===== src/adc_round_robin_scanner_core_defines.svh =====
// assertion macros for the adc round-robin scanner
// expects clk and arst_n in the scope where a macro is used
`ifndef ADC_ROUND_ROBIN_SCANNER_CORE_DEFINES_SVH
`define ADC_ROUND_ROBIN_SCANNER_CORE_DEFINES_SVH

// same-cycle implication, disabled while in reset
`define ADCRR_ASSERT_NOW(label, ante, cons, msg) \
	label: assert property (@(posedge clk) disable iff (!arst_n) (ante) |-> (cons)) \
		else $error(msg);

// next-cycle implication, disabled while in reset
`define ADCRR_ASSERT_NEXT(label, ante, cons, msg) \
	label: assert property (@(posedge clk) disable iff (!arst_n) (ante) |=> (cons)) \
		else $error(msg);

`endif


===== src/adcrr_pkg.sv =====
// shared types and constants for the adc round-robin scanner
// no dependencies
`timescale 1ns / 1ps
`default_nettype none

package adcrr_pkg;

	localparam int NUM_CHANNELS = 16;
	localparam int CH_W         = 4;
	localparam int SAMPLE_W     = 12;
	localparam int VALUE_W      = 13;

	// channel count at compare width
	localparam logic [CH_W:0] NUM_CH_CMP = (CH_W + 1)'(NUM_CHANNELS);

	// value answered for a channel that is not enabled
	localparam logic signed [VALUE_W-1:0] NOT_ENABLED = -13'sd1023;

	typedef enum logic [1:0] {
		FUNC_TICK   = 2'd0,
		FUNC_ENABLE = 2'd1,
		FUNC_READ   = 2'd2
	} func_t;

	// result of the next-enabled-channel search
	typedef struct packed {
		logic            found;
		logic [CH_W-1:0] ch;
	} pick_t;

endpackage

`default_nettype wire


===== src/adcrr_req_if.sv =====
// request channel of the adc round-robin scanner
// depends on adcrr_pkg
`timescale 1ns / 1ps
`default_nettype none

interface adcrr_req_if import adcrr_pkg::*; ();
	logic                valid;
	logic                ready;
	logic [1:0]          func;
	logic [CH_W-1:0]     channel;
	logic                adc_ready;
	logic [SAMPLE_W-1:0] sample;

	modport source (output valid, output func, output channel, output adc_ready,
		output sample, input ready);
	modport sink (input valid, input func, input channel, input adc_ready,
		input sample, output ready);
endinterface

`default_nettype wire


===== src/adcrr_rsp_if.sv =====
// result channel of the adc round-robin scanner
// depends on adcrr_pkg
`timescale 1ns / 1ps
`default_nettype none

interface adcrr_rsp_if import adcrr_pkg::*; ();
	logic                      valid;
	logic                      ready;
	logic                      start_conversion;
	logic [CH_W-1:0]           conversion_channel;
	logic signed [VALUE_W-1:0] value;

	modport source (output valid, output start_conversion, output conversion_channel,
		output value, input ready);
	modport sink (input valid, input start_conversion, input conversion_channel,
		input value, output ready);
endinterface

`default_nettype wire


===== src/adcrr_pick.sv =====
// next enabled channel search, round-robin from a start position
// depends on adcrr_pkg
`timescale 1ns / 1ps
`default_nettype none

module adcrr_pick import adcrr_pkg::*; (
	input  logic [NUM_CHANNELS-1:0] mask,
	input  logic [CH_W-1:0]         start,
	output pick_t                   pick
);

	logic [CH_W:0] base;

	// a start position beyond the channel count restarts at zero
	assign base = ({1'b0, start} >= NUM_CH_CMP) ? '0 : {1'b0, start};

	// priority over rotated positions, nearest one wins
	always_comb begin
		logic [CH_W:0] idx;
		pick = '0;
		for (int i = NUM_CHANNELS - 1; i >= 0; i--) begin
			idx = base + (CH_W + 1)'(i);
			if (idx >= NUM_CH_CMP) begin
				idx = idx - NUM_CH_CMP;
			end
			if (mask[idx[CH_W-1:0]]) begin
				pick.found = 1'b1;
				pick.ch    = idx[CH_W-1:0];
			end
		end
	end

endmodule

`default_nettype wire


===== src/adc_round_robin_scanner_core.sv =====
// Round-robin scheduler for a shared analog converter.
// Request channel (req): func, channel, adc_ready, sample. func selects a scan tick,
// a channel enable that also stores the first sample, or a read of a channel.
// Result channel (rsp): start_conversion, conversion_channel, value. Every request
// gives exactly one result; a read of a channel that is not enabled answers -1023.
// Each request passes an accept step and an execute step: the accept cycle reads the
// sample memory into a read register, the execute state updates the memory, the enable
// mask and the scan position and loads the result register. The request is captured in
// the s1 registers and the result in the output register, and no new request is taken
// until the execute state has ended.
// The result sits in an output register, so the next request is taken while that
// result is being handed off. If the receiver stalls, the result is held and no
// further request is taken until the receiver takes it.
// Reset clears the enable mask, the scan position, the pending flag and the result valid
// flag; the sample memory is not cleared, and an entry's value is only returned after an enable wrote it.
// depends on adcrr_pkg, adcrr_req_if, adcrr_rsp_if, adcrr_pick and the defines header
`timescale 1ns / 1ps
`default_nettype none
`include "adc_round_robin_scanner_core_defines.svh"

module adc_round_robin_scanner_core import adcrr_pkg::*; (
	input  logic       clk,
	input  logic       arst_n,
	adcrr_req_if.sink  req,
	adcrr_rsp_if.source rsp
);

	typedef enum logic [1:0] {
		ST_IDLE = 2'b01,
		ST_EXEC = 2'b10
	} state_t;

	state_t state_q;

	logic [SAMPLE_W-1:0] mem [NUM_CHANNELS];

	logic [NUM_CHANNELS-1:0] mask_q;
	logic [CH_W-1:0]         cur_q;
	logic                    pending_q;

	logic [1:0]          func_s1;
	logic [CH_W-1:0]     channel_s1;
	logic                adc_ready_s1;
	logic [SAMPLE_W-1:0] sample_s1;
	logic [SAMPLE_W-1:0] rd_s1;

	logic                      out_valid_q;
	logic                      out_start_q;
	logic [CH_W-1:0]           out_ch_q;
	logic signed [VALUE_W-1:0] out_value_q;

	logic                    accept;
	logic                    exec;
	logic [CH_W-1:0]         nxt_ch;
	logic                    tick_go;
	logic                    tick_store;
	logic [CH_W-1:0]         base_ch;
	pick_t                   pick;
	logic                    ch_ok;
	logic [NUM_CHANNELS-1:0] mask_bit;

	logic                      mem_we;
	logic [CH_W-1:0]           mem_waddr;
	logic [SAMPLE_W-1:0]       mem_wdata;
	logic                      res_start;
	logic [CH_W-1:0]           res_ch;
	logic signed [VALUE_W-1:0] res_value;
	logic                      set_mask;
	logic                      upd_scan;

	// request taken when idle and the result register is free or draining
	assign req.ready = (state_q == ST_IDLE) && (!out_valid_q || rsp.ready);
	assign accept    = req.valid && req.ready;
	assign exec      = (state_q == ST_EXEC);

	// scan step helpers
	always_comb begin
		nxt_ch     = (cur_q == CH_W'(NUM_CHANNELS - 1)) ? '0 : cur_q + 1'b1;
		tick_store = pending_q && adc_ready_s1;
		tick_go    = !pending_q || adc_ready_s1;
		base_ch    = tick_store ? nxt_ch : cur_q;
		ch_ok      = ({1'b0, channel_s1} < NUM_CH_CMP);
		mask_bit   = '0;
		mask_bit[channel_s1] = 1'b1;
	end

	adcrr_pick u_pick (
		.mask  (mask_q),
		.start (base_ch),
		.pick  (pick)
	);

	// result and memory write of the item in flight
	always_comb begin
		mem_we    = 1'b0;
		mem_waddr = channel_s1;
		mem_wdata = sample_s1;
		res_start = 1'b0;
		res_ch    = '0;
		res_value = '0;
		set_mask  = 1'b0;
		upd_scan  = 1'b0;
		case (func_s1)
			FUNC_TICK: begin
				upd_scan = tick_go;
				if (tick_store) begin
					mem_we    = 1'b1;
					mem_waddr = cur_q;
				end
				if (tick_go && pick.found) begin
					res_start = 1'b1;
					res_ch    = pick.ch;
				end
			end
			FUNC_ENABLE: begin
				if (ch_ok) begin
					mem_we    = 1'b1;
					set_mask  = 1'b1;
					res_value = VALUE_W'($signed({1'b0, sample_s1}));
				end else begin
					res_value = NOT_ENABLED;
				end
			end
			FUNC_READ: begin
				if (ch_ok && mask_q[channel_s1]) begin
					res_value = VALUE_W'($signed({1'b0, rd_s1}));
				end else begin
					res_value = NOT_ENABLED;
				end
			end
			default: begin
				res_value = '0;
			end
		endcase
	end

	// sample memory, read at accept, written in the execute state
	always_ff @(posedge clk) begin
		if (accept) begin
			rd_s1 <= mem[req.channel];
		end
		if (exec && mem_we) begin
			mem[mem_waddr] <= mem_wdata;
		end
	end

	// capture of the accepted request
	always_ff @(posedge clk) begin
		if (accept) begin
			func_s1      <= req.func;
			channel_s1   <= req.channel;
			adc_ready_s1 <= req.adc_ready;
			sample_s1    <= req.sample;
		end
	end

	// sequencer and scan state
	always_ff @(posedge clk or negedge arst_n) begin
		if (!arst_n) begin
			state_q   <= ST_IDLE;
			mask_q    <= '0;
			cur_q     <= '0;
			pending_q <= 1'b0;
		end else begin
			case (state_q)
				ST_IDLE: begin
					if (accept) begin
						state_q <= ST_EXEC;
					end
				end
				ST_EXEC: begin
					state_q <= ST_IDLE;
					if (set_mask) begin
						mask_q <= mask_q | mask_bit;
					end
					if (upd_scan) begin
						pending_q <= pick.found;
						cur_q     <= pick.found ? pick.ch : base_ch;
					end
				end
				default: begin
					state_q <= ST_IDLE;
				end
			endcase
		end
	end

	// result register
	always_ff @(posedge clk or negedge arst_n) begin
		if (!arst_n) begin
			out_valid_q <= 1'b0;
		end else if (exec) begin
			out_valid_q <= 1'b1;
		end else if (rsp.ready) begin
			out_valid_q <= 1'b0;
		end
	end

	always_ff @(posedge clk) begin
		if (exec) begin
			out_start_q <= res_start;
			out_ch_q    <= res_ch;
			out_value_q <= res_value;
		end
	end

	assign rsp.valid              = out_valid_q;
	assign rsp.start_conversion   = out_start_q;
	assign rsp.conversion_channel = out_ch_q;
	assign rsp.value              = out_value_q;

	// checks
	`ADCRR_ASSERT_NOW(a_pending_enabled, pending_q, mask_q[cur_q],
		"pending conversion on a channel that is not enabled")
	`ADCRR_ASSERT_NOW(a_start_enabled, rsp.valid && rsp.start_conversion,
		mask_q[rsp.conversion_channel] && rsp.value == '0,
		"start command for a disabled channel or with a nonzero value")
	`ADCRR_ASSERT_NEXT(a_accept_exec, accept, exec && !out_valid_q,
		"accepted request not followed by an execute cycle with a free result register")

endmodule

`default_nettype wire

===== src/flat_wrapper.sv =====
// flat-port wrapper written by rule: the top's interface ports become plain ports
module adc_round_robin_scanner_core_flat import adcrr_pkg::*;
  (clk, arst_n, req_valid, req_func, req_channel, req_adc_ready, req_sample, req_ready, rsp_valid, rsp_start_conversion, rsp_conversion_channel, rsp_value, rsp_ready);
  adcrr_req_if req_i ();
  adcrr_rsp_if rsp_i ();
  input  logic clk;
  input  logic arst_n;
  input wire logic [$bits(req_i.valid)-1:0] req_valid;
  input wire logic [$bits(req_i.func)-1:0] req_func;
  input wire logic [$bits(req_i.channel)-1:0] req_channel;
  input wire logic [$bits(req_i.adc_ready)-1:0] req_adc_ready;
  input wire logic [$bits(req_i.sample)-1:0] req_sample;
  output wire logic [$bits(req_i.ready)-1:0] req_ready;
  output wire logic [$bits(rsp_i.valid)-1:0] rsp_valid;
  output wire logic [$bits(rsp_i.start_conversion)-1:0] rsp_start_conversion;
  output wire logic [$bits(rsp_i.conversion_channel)-1:0] rsp_conversion_channel;
  output wire logic [$bits(rsp_i.value)-1:0] rsp_value;
  input wire logic [$bits(rsp_i.ready)-1:0] rsp_ready;
  assign req_i.valid = req_valid;
  assign req_i.func = req_func;
  assign req_i.channel = req_channel;
  assign req_i.adc_ready = req_adc_ready;
  assign req_i.sample = req_sample;
  assign req_ready = req_i.ready;
  assign rsp_valid = rsp_i.valid;
  assign rsp_start_conversion = rsp_i.start_conversion;
  assign rsp_conversion_channel = rsp_i.conversion_channel;
  assign rsp_value = rsp_i.value;
  assign rsp_i.ready = rsp_ready;
  adc_round_robin_scanner_core u_core (.clk(clk), .arst_n(arst_n), .req(req_i), .rsp(rsp_i));
endmodule

===== config.mk =====
export PLATFORM = sky130hd
export DESIGN_NAME = adc_round_robin_scanner_core_flat
export DESIGN_NICKNAME = d
export VERILOG_FILES = /design/src/adcrr_pkg.sv /design/src/adcrr_req_if.sv /design/src/adcrr_rsp_if.sv /design/src/adcrr_pick.sv /design/src/adc_round_robin_scanner_core.sv /design/src/flat_wrapper.sv
export VERILOG_INCLUDE_DIRS = /design/src /design/src/src
export SDC_FILE = /design/constraint.sdc
export NUM_CORES = 1
export LEC_CHECK = 0
export BUFFER_PORTS_ARGS = -buffer_cell sky130_fd_sc_hd__buf_2
export CAP_MARGIN = 40
export CORE_UTILIZATION = 58
export CTS_BUF_LIST = sky130_fd_sc_hd__clkbuf_2
export CTS_CLUSTER_SIZE = 8
export DETAILED_ROUTE_END_ITERATION = 6
export PLACE_DENSITY = 0.83
export SYNTH_ARGS = -nofsm -noshare
export SYNTH_HDL_FRONTEND = slang
export SYNTH_SLANG_ARGS = --single-unit

===== constraint.sdc =====
create_clock -name clk -period 6.7 [get_ports clk]
set_clock_uncertainty 0.2 [all_clocks]
set_input_delay 0.335 -clock clk [delete_from_list [all_inputs] [get_ports clk]]
set_output_delay 0.335 -clock clk [all_outputs]
set_load 0.05 [all_outputs]

==> results, run 1 <==
- The tightest min-delay check is of the in -> reg type.
- Clock tree synthesis found a total of 265 sinks.
- The setup slack after placement is 1.38 ns.
- The share of power burned in the clock network is 19.6%.
- The detailed-router iteration count before antenna repair is 5.
- The worst register-to-register path has a setup slack of 1.19 ns.
- The timing startpoint of the critical path is u_core.pending_q.
- At the pin with the least slew margin, the transition time is 0.894 ns.
- The number of placement rows is 54.
- In the synthesized netlist, the number of instances is 875.
- Data arrives at the worst endpoint at 6.00 ns.
- The congestion estimate from routability-driven global placement came to 1.04.
- After clock tree synthesis, the clock-pin slew on the worst setup and hold paths is 0.10 ns.
- The maximum VDD drop is 200 µV.
- Clock latency on the worst-skew pair, taken at its later pin, is 0.86 ns.
- For the final routed database, the setup TNS stands at 0 ns.
- The multiplexer share of the synthesized area is 18.0%.
- The worst flop-to-flop path endpoint is u_core.cur_q[1].
- For this block, wires on met1 add up to 12,600 µm.
- The Yosys step of the flow raised 0 warnings.
- For this run, the total global-route usage over all layers was measured as 31.9%.
- After detailed routing, the average wire length per cell comes to 27.3 µm.
- Wire segments on met3 add up to 3340 µm in the final route.
- Combinational logic is responsible for 41.5% of the overall power.
- Measured in cells, the most critical reg-to-reg path has a length of 13.
- The highest layer touched by signal routing is met4.
- After synthesis, the share of flip-flops with an asynchronous set or reset is 9.06%.
- During placement, the flow inserted port buffers numbering 42.
- For this design the static power due to leakage is 5.19 nW.
- Setup repair after global routing left no endpoint under its margin.
- After synthesis, the largest family of logic cells by area is multiplexers.
- The pin count of the biggest net entering global routing is 50.
- In this run the worst setup path terminates at u_core.cur_q[1].
- The number of buffers on the longest clock path is 3.
- The detailed router finished its first iteration with 1,082 violations.
- The share of the Yosys chip area taken by registers is 59.2%.
- The post-synthesis xor/xnor area fraction is 0.907%.
- The horizontal die dimension is 153 µm.
- Using the TritonRoute via totals, the vias-per-cell ratio works out to 6.88.
- The count of final setup violators is 0.
- The net switching share of the total power is 40.7%.
- The die footprint is 23,400 µm².
- After floorplanning, the core was sized to cover 22,100 µm².
- The number of pins exceeding their max-slew limit in the final report was 0.
- The worst relative slew slack is 40.4%.
- Summing the areas of all compound-gate instances in the mapped netlist gives 9.80% of the synthesized area.
- The vias after detailed routing is 9,126.
- The mapped cell area is 13,200 µm².
- The power per cell area is 347 nW/µm².
- The number of different library cells used by synthesis comes to 76.
- Counting flops with a built-in enable in the synthesized netlist gives 241.
- The wire-length estimate of the detail-placed layout is 23,200 µm.
- The start of the worst register-to-register path is u_core.pending_q.
- The master cell of the clock root buffer is clkbuf_2.
- For this configuration, the core starts out at a cell density of 60.0%.
- The mean instance size in the synthesized netlist is 15.1 µm².
- The flow ran to the end, and the final reports show no timing, DRC or antenna violations.
- The worst setup path is captured at a register.
- The adder-cell area share of the yosys netlist is 0.850%.
- After clock tree synthesis, the repair step resized 0 gates.
- Hold repair after CTS inserted 38 buffers.
- The final critical path takes up 82.2% of the cycle.
- The H-tree was split into 2 levels.
- In this run the vertical extent of the chip is 153 µm.
- The count of antenna-violating nets left after detailed routing is 0.
- The share of post-route cells with drive strength above 1 is 30.0%.
- The layout-stage area growth over the synthesis result is 12.1%.
- The register bit count reported by yosys is 265.
- The flip-flop cell with the highest count after synthesis is edfxtp_1.
- The synthesized netlist devotes 8.64% of its cell area to simple gates.
- The total overflow left after global routing is 0.
- The required time at the endpoint of the critical path is 7.19 ns.
- The worst setup path is of the reg -> reg kind.
- The CTS tree is done.
- The number of global-route vias before repair is 9,355.
- In this run, CTS created clock tree buffers numbering 59.
- In the post-route analysis, the smallest setup slack over all paths is 1.19 ns.
- The first global-routing pass estimated 55,600 µm of wire.
- The analysis attributes to net switching a power of 2.10 mW.
- Cell internal power was estimated by the tool at 3.05 mW.
- Registers are responsible for 38.9% of the overall power.
- The final hold violation count is 0.
- In this run the count of I/O pins placed on the die edge is 43.
- The post-CTS repair timing setup buffer count is 0.
- The number of nets produced by synthesis is 907.
- The highest attainable clock frequency is 0.182 GHz.
- In the detailed route, the total length drawn on met2 is 18,800 µm.
- Wires add up to 36,200 µm.
- The initial antenna violation count was 1.
- In the routed design, unresolved DRC markers number 0.
- The biggest fanout along the worst timing path is 24.
- In the final design database the tool counted 1,028 nets.
- The max-cap violation count is 0.
- The element type at the critical path start is a register.
- The time the worst path needs with I/O delays and setup is 5.51 ns.
cell usage in the layout (no fill, tap or decap), types with 10 or more instances in the layout:
| cell | count |
|---|---|
| mux4_2 | 86 |
| a21oi_1 | 22 |
| nand3_1 | 19 |
| nor2_2 | 12 |
| nand2_1 | 44 |
| nor2_1 | 33 |
| nand4_1 | 16 |
| dfrtp_1 | 23 |
| buf_2 | 41 |
| inv_1 | 16 |
| edfxtp_1 | 241 |
| o211ai_1 | 16 |
| and3_1 | 16 |
| a22oi_1 | 14 |
| clkinv_1 | 23 |
| xnor2_1 | 10 |
| o21bai_1 | 10 |
| a31o_2 | 10 |
| clkbuf_2 | 81 |
| o21ai_0 | 24 |
| dlygate4sd3_1 | 38 |
| nor2b_1 | 14 |
| buf_4 | 18 |
| mux2i_1 | 22 |
| mux2_2 | 12 |
stage by stage:
stage          utilization (%)  power (mW)  instances  cell area, µm²  hold slack (ns)
3_3_place_gp              62.0        4.07       1161           13700            0.143
5_1_grt                   67.2        5.37       1326           14800           0.0291
2_1_floorplan                -        3.56        875           13200           -0.161
6_report                  67.2        5.15       1326           14800           0.0371
4_1_cts                   67.1        5.06       1324           14800           0.0136
3_5_place_dp              62.8        4.08       1176           13900            0.150
cell type report:
class,count,area [µm²]
well taps,280,350
fillers,1454,7250
clock buffers,81,405
diodes,1,2.50
clock inverters,29,145
multi-input cells,539,5100
flip-flops and latches,265,7840
inverters,20,75.1
repair buffers,111,926
power groups by stage:
stage          clock [mW]  sequential, mW  combinational (mW)
2_1_floorplan           0            2.00                1.57
3_3_place_gp            0            2.03                2.04
3_5_place_dp            0            2.04                2.04
4_1_cts             0.989            2.00                2.07
5_1_grt              1.09            2.01                2.27
6_report             1.01            2.01                2.14
registers in the layout, indices dropped and copies added, names as in the netlist, 2 cells and up:
signal                         count
u_core.channel_s1                  4
u_core.cur_q                       4
u_core.func_s1                     2
u_core.mask_q                     16
u_core.mem                       192
u_core.mem_wdata                  12
u_core.rd_s1                      12
u_core.rsp.conversion_channel      4
u_core.rsp.value                  13
u_core.state_q                     2
cells by family after synthesis:
| kind of cell | after synthesis |
|---|---|
| flops | 265 |
| simple gates | 212 |
| compound gates | 179 |
| mux | 127 |
| buf+inv | 71 |
| xor+xnor | 12 |
| fa+ha+maj | 9 |
Yosys cell counts, types with 4 or more instances:
| cell type | instances | area (µm²) |
|---|---|---|
| nand2_1 | 44 | 165 |
| xnor2_1 | 10 | 87.6 |
| nand3b_1 | 4 | 30.0 |
| o21ai_0 | 24 | 120 |
| a21oi_1 | 23 | 115 |
| a31o_2 | 10 | 87.6 |
| o211ai_1 | 16 | 120 |
| or2_2 | 5 | 31.3 |
| and3_1 | 16 | 100 |
| mux2_4 | 4 | 60.1 |
| nand4_1 | 16 | 100 |
| a211oi_1 | 9 | 67.6 |
| buf_1 | 7 | 26.3 |
| a21boi_0 | 6 | 45.0 |
| nor2_1 | 45 | 169 |
| mux2i_1 | 22 | 220 |
| buf_4 | 6 | 45.0 |
| inv_1 | 16 | 60.1 |
| nand3_1 | 19 | 95.1 |
| a22oi_1 | 14 | 105 |
| a31oi_1 | 9 | 56.3 |
| nor3b_1 | 4 | 30.0 |
| mux2_2 | 12 | 135 |
| o221ai_1 | 6 | 52.6 |
| o211a_1 | 5 | 50.1 |
| nand2b_1 | 9 | 56.3 |
| a21o_1 | 9 | 67.6 |
| nand4b_1 | 4 | 35.0 |
| buf_6 | 5 | 56.3 |
| nor3_1 | 8 | 40.0 |
| o22ai_1 | 4 | 25.0 |
| o21bai_1 | 10 | 75.1 |
| dfrtp_1 | 23 | 576 |
| nor2b_1 | 15 | 93.8 |
| buf_2 | 12 | 60.1 |
| inv_2 | 4 | 15.0 |
| and4_1 | 6 | 52.6 |
| clkbuf_1 | 21 | 78.8 |
| ha_1 | 9 | 113 |
| edfxtp_1 | 241 | 7240 |
| mux4_2 | 86 | 1940 |
how the worst min path moves through the flow:
stage	from	endpoint	slack [ns]	cells past startpoint
after global routing	req_sample[3]	u_core.mem_wdata[3]	0.03	2
after floorplan	arst_n	u_core.cur_q[0]	-0.16	0
after CTS	req_adc_ready	u_core.adc_ready_s1	0.01	2
final	req_adc_ready	u_core.adc_ready_s1	0.04	2
after detailed placement	arst_n	u_core.rsp.valid	0.15	1
after global placement	arst_n	u_core.rsp.valid	0.14	1
routing by layer:
layer	vias to the layer above	track usage (%)
met5	-	0
met3	116	4.93
li1	3867	-
met4	0	14.3
met1	4533	39.0
met2	610	56.3
critical path: stages, from the launching register on:
cell and delay [ns]:
dfrtp_1 0.75, nand2_4 0.31, a21oi_2 0.22, buf_4 0.33, inv_2 0.26, ha_1 0.34
xnor2_1 0.53, mux4_2 0.66, mux2_4 0.34, or4b_1 0.47, a31oi_1 0.22, o211ai_1 0.18
a2111oi_2 0.45, nor2_1 0.10
No activity file was read; power rests on OpenSTA's default activity.
==> run 2: changes to the inputs <==
Clock period 6.7 ns to 5.66 ns, I/O delays scaled along.
==> results, run 2 (synthesized netlist as in run 1, its figures left out) <==
- The count of input and output buffers is 42.
- After clock tree synthesis, the clock-pin slew on the worst setup and hold paths is 0.18 ns.
- The last weighted congestion value of the routability-driven placer is 0.993.
- The final worst-path cycle share is 91.1%.
- The initial antenna violation count is 1.
- The die is 153 µm tall.
- The first global-routing pass estimated 54,500 µm of wire.
- The max-cap violation count is 0.
- The number of global-route vias before repair is 9,125.
- Power spread over the standard cell area amounts to 409 nW/µm².
- The number of placement rows is 54.
- The biggest fanout along the worst timing path is 24.
- The smallest setup slack after layout is 0.504 ns.
- The number of setup buffers added after CTS is 0.
- Setup repair after global routing left no endpoint under its margin.
- Before CTS, the worst setup slack after placement is 0.652 ns.
- Leaving out fill and tap cells, the most frequent cell in the layout is edfxtp_1.
- The clock latency of the later-clocked register in the worst-skew pair is 0.88 ns.
- The count of final setup violators is 0.
- The final-layout fill cell count is 1,460.
- The critical path is of the reg -> reg type.
- The kind of end point of the critical path is a register.
- The final hold violation count is 0.
- The signal arrival time at the worst endpoint is 5.64 ns.
- The pin count of the biggest net entering global routing is 50.
- The H-tree depth is 2.
- The ratio of routed vias to standard cells is 6.87.
- The required time at the endpoint of the critical path is 6.15 ns.
- The die covers 23,400 µm².
- The number of nets in the final layout is 1,031.
- In the final layout, flip-flops and latches occupy 7840 µm².
- The smallest clock period supported by the final layout is computed as 5.16 ns.
- Summed over all layers, the routed wires come to 36,300 µm.
- The remaining routing DRC violations is 0.
- The number of buffers on the longest clock path is 3.
- The leakage power is 5.18 nW.
- CTS placed an instance of clkbuf_2 at the clock tree root.
- The largest register by flop count is u_core.mem.
- The starting DRC count in detailed routing is 1,089.
- The share of post-route cells with drive strength above 1 is 29.5%.
- The worst relative slew slack is 44.4%.
- The design area is 14,800 µm².
- Summed over all layers, the global routing overflow is 0.
- In the final layout, the multi-input gates occupy 5090 µm².
- The I/O pin total is 43.
- The number of pins exceeding their max-slew limit in the final report was 0.
- The top cell types in the final layout, fill and taps aside, are 241 x edfxtp_1, 86 x mux4_2, 81 x clkbuf_2.
- After detailed routing, the average wire length per cell comes to 27.4 µm.
- The area growth from synthesis to layout is 11.5%.
- Once detailed placement completed, the half-perimeter wirelength came to 22,600 µm.
- The classification of the worst-slack hold path is in -> async.
- From left edge to right edge, the die measures 153 µm.
- The total placed instance area is 13,800 µm².
- The sink count of the clock tree is 265.
- The CTS tree is done.
- The total global-route track usage is 31.6%.
- The core outline area is 22,100 µm².
- The flow ran to the end, and the final reports show no timing, DRC or antenna violations.
- The tightest hold path in the finished design has a slack of 0.248 ns.
- The count of nets left with antenna violations once routing finished came out at 0.
- Once the floorplan was initialized, standard cells occupied 60.0% of the core.
- Summing over every cut layer, the via total after detailed routing is 9,106.
- The maximum VDD drop is 225 µV.
- The element type at the critical path start is a register.
- The register with the most flip-flops in the layout has 192 of them.
- The highest attainable clock frequency is 0.194 GHz.
- The slew at the pin with the worst max-slew slack is 0.833 ns.
- The detailed-router iteration count before antenna repair is 5.
- Summed over all failing endpoints, the final setup total negative slack is 0 ns.
- The number of buffers added by the clock tree synthesis step is 58.
-- run 2: cell types whose count changed in the layout (fill, tap and decap cells not counted), moves of 3 or more --
cell / delta
buf_4: +9
nor2_1: +7
nor2_2: -7
clkinv_1: -5
buf_6: -4
buf_8: -3
-- run 2: final timing paths --
| path | start | depth (start not counted) | endpoint | slack [ns] |
|---|---|---|---|---|
| max | u_core.pending_q | 12 | u_core.cur_q[1] | 0.50 |
| min | arst_n | 4 | u_core.mask_q[6] | 0.25 |
| max in group asynchronous | arst_n | 4 | u_core.cur_q[1] | 4.77 |
| min in group clk | rsp_ready | 4 | u_core.rsp.valid | 0.25 |
| max reg2reg | u_core.pending_q | 12 | u_core.cur_q[1] | 0.50 |
| min reg2reg | u_core.mask_q[7] | 1 | u_core.mask_q[7] | 0.39 |
-- run 2: timing repair --
item | in CTS | in global routing
hold buffers | 41 | 0
gates resized for setup | 0 | 0
endpoints found under the hold margin | 65 | 0
-- run 2: through the flow --
step                std cells  utilization [%]  power, mW
floorplan                 875                -       4.21
global placement         1171             62.2       4.82
detailed placement       1178             62.7       4.84
CTS                      1324             66.9       5.94
global route             1325             66.9       6.31
finish                   1325             66.9       6.04
-- run 2: layout make-up --
class,instances,share of cell area [%]
repair buffers,115,6.20
diodes,1,0.0169
clock inverters,24,0.669
well taps,280,2.37
multi-input cells,539,34.4
clock buffers,81,2.74
flip-flops and latches,265,53.1
inverters,20,0.508
-- run 2: power breakdown --
group / internal, mW / total, mW / leakage [nW] / switching, mW
sequential: 2.24 / 2.37 / 2.51 / 0.138
clock: 0.390 / 1.13 / 0.385 / 0.744
combinational: 0.961 / 2.53 / 2.29 / 1.57
-- run 2: critical path, stage by stage, from the launching register on --
cell	delay, ns
dfrtp_1	0.77
nand2_4	0.30
a21oi_2	0.25
inv_2	0.18
ha_1	0.32
xnor2_1	0.59
mux4_2	0.67
mux2_4	0.33
or4b_1	0.48
a31oi_1	0.22
o211ai_1	0.20
a2111oi_2	0.40
nor2_1	0.10
-- run 2: metal layers --
| metal | up-vias | wire (µm) | global-route usage [%] | part of all wire (%) |
|---|---|---|---|---|
| met5 | - | 0 | 0 | 0 |
| met4 | 0 | 1750 | 16.8 | 4.8 |
| met3 | 133 | 3430 | 5.81 | 9.5 |
| met2 | 609 | 18600 | 53.9 | 51 |
| met1 | 4499 | 12600 | 38.5 | 35 |
| li1 | 3865 | - | - | - |
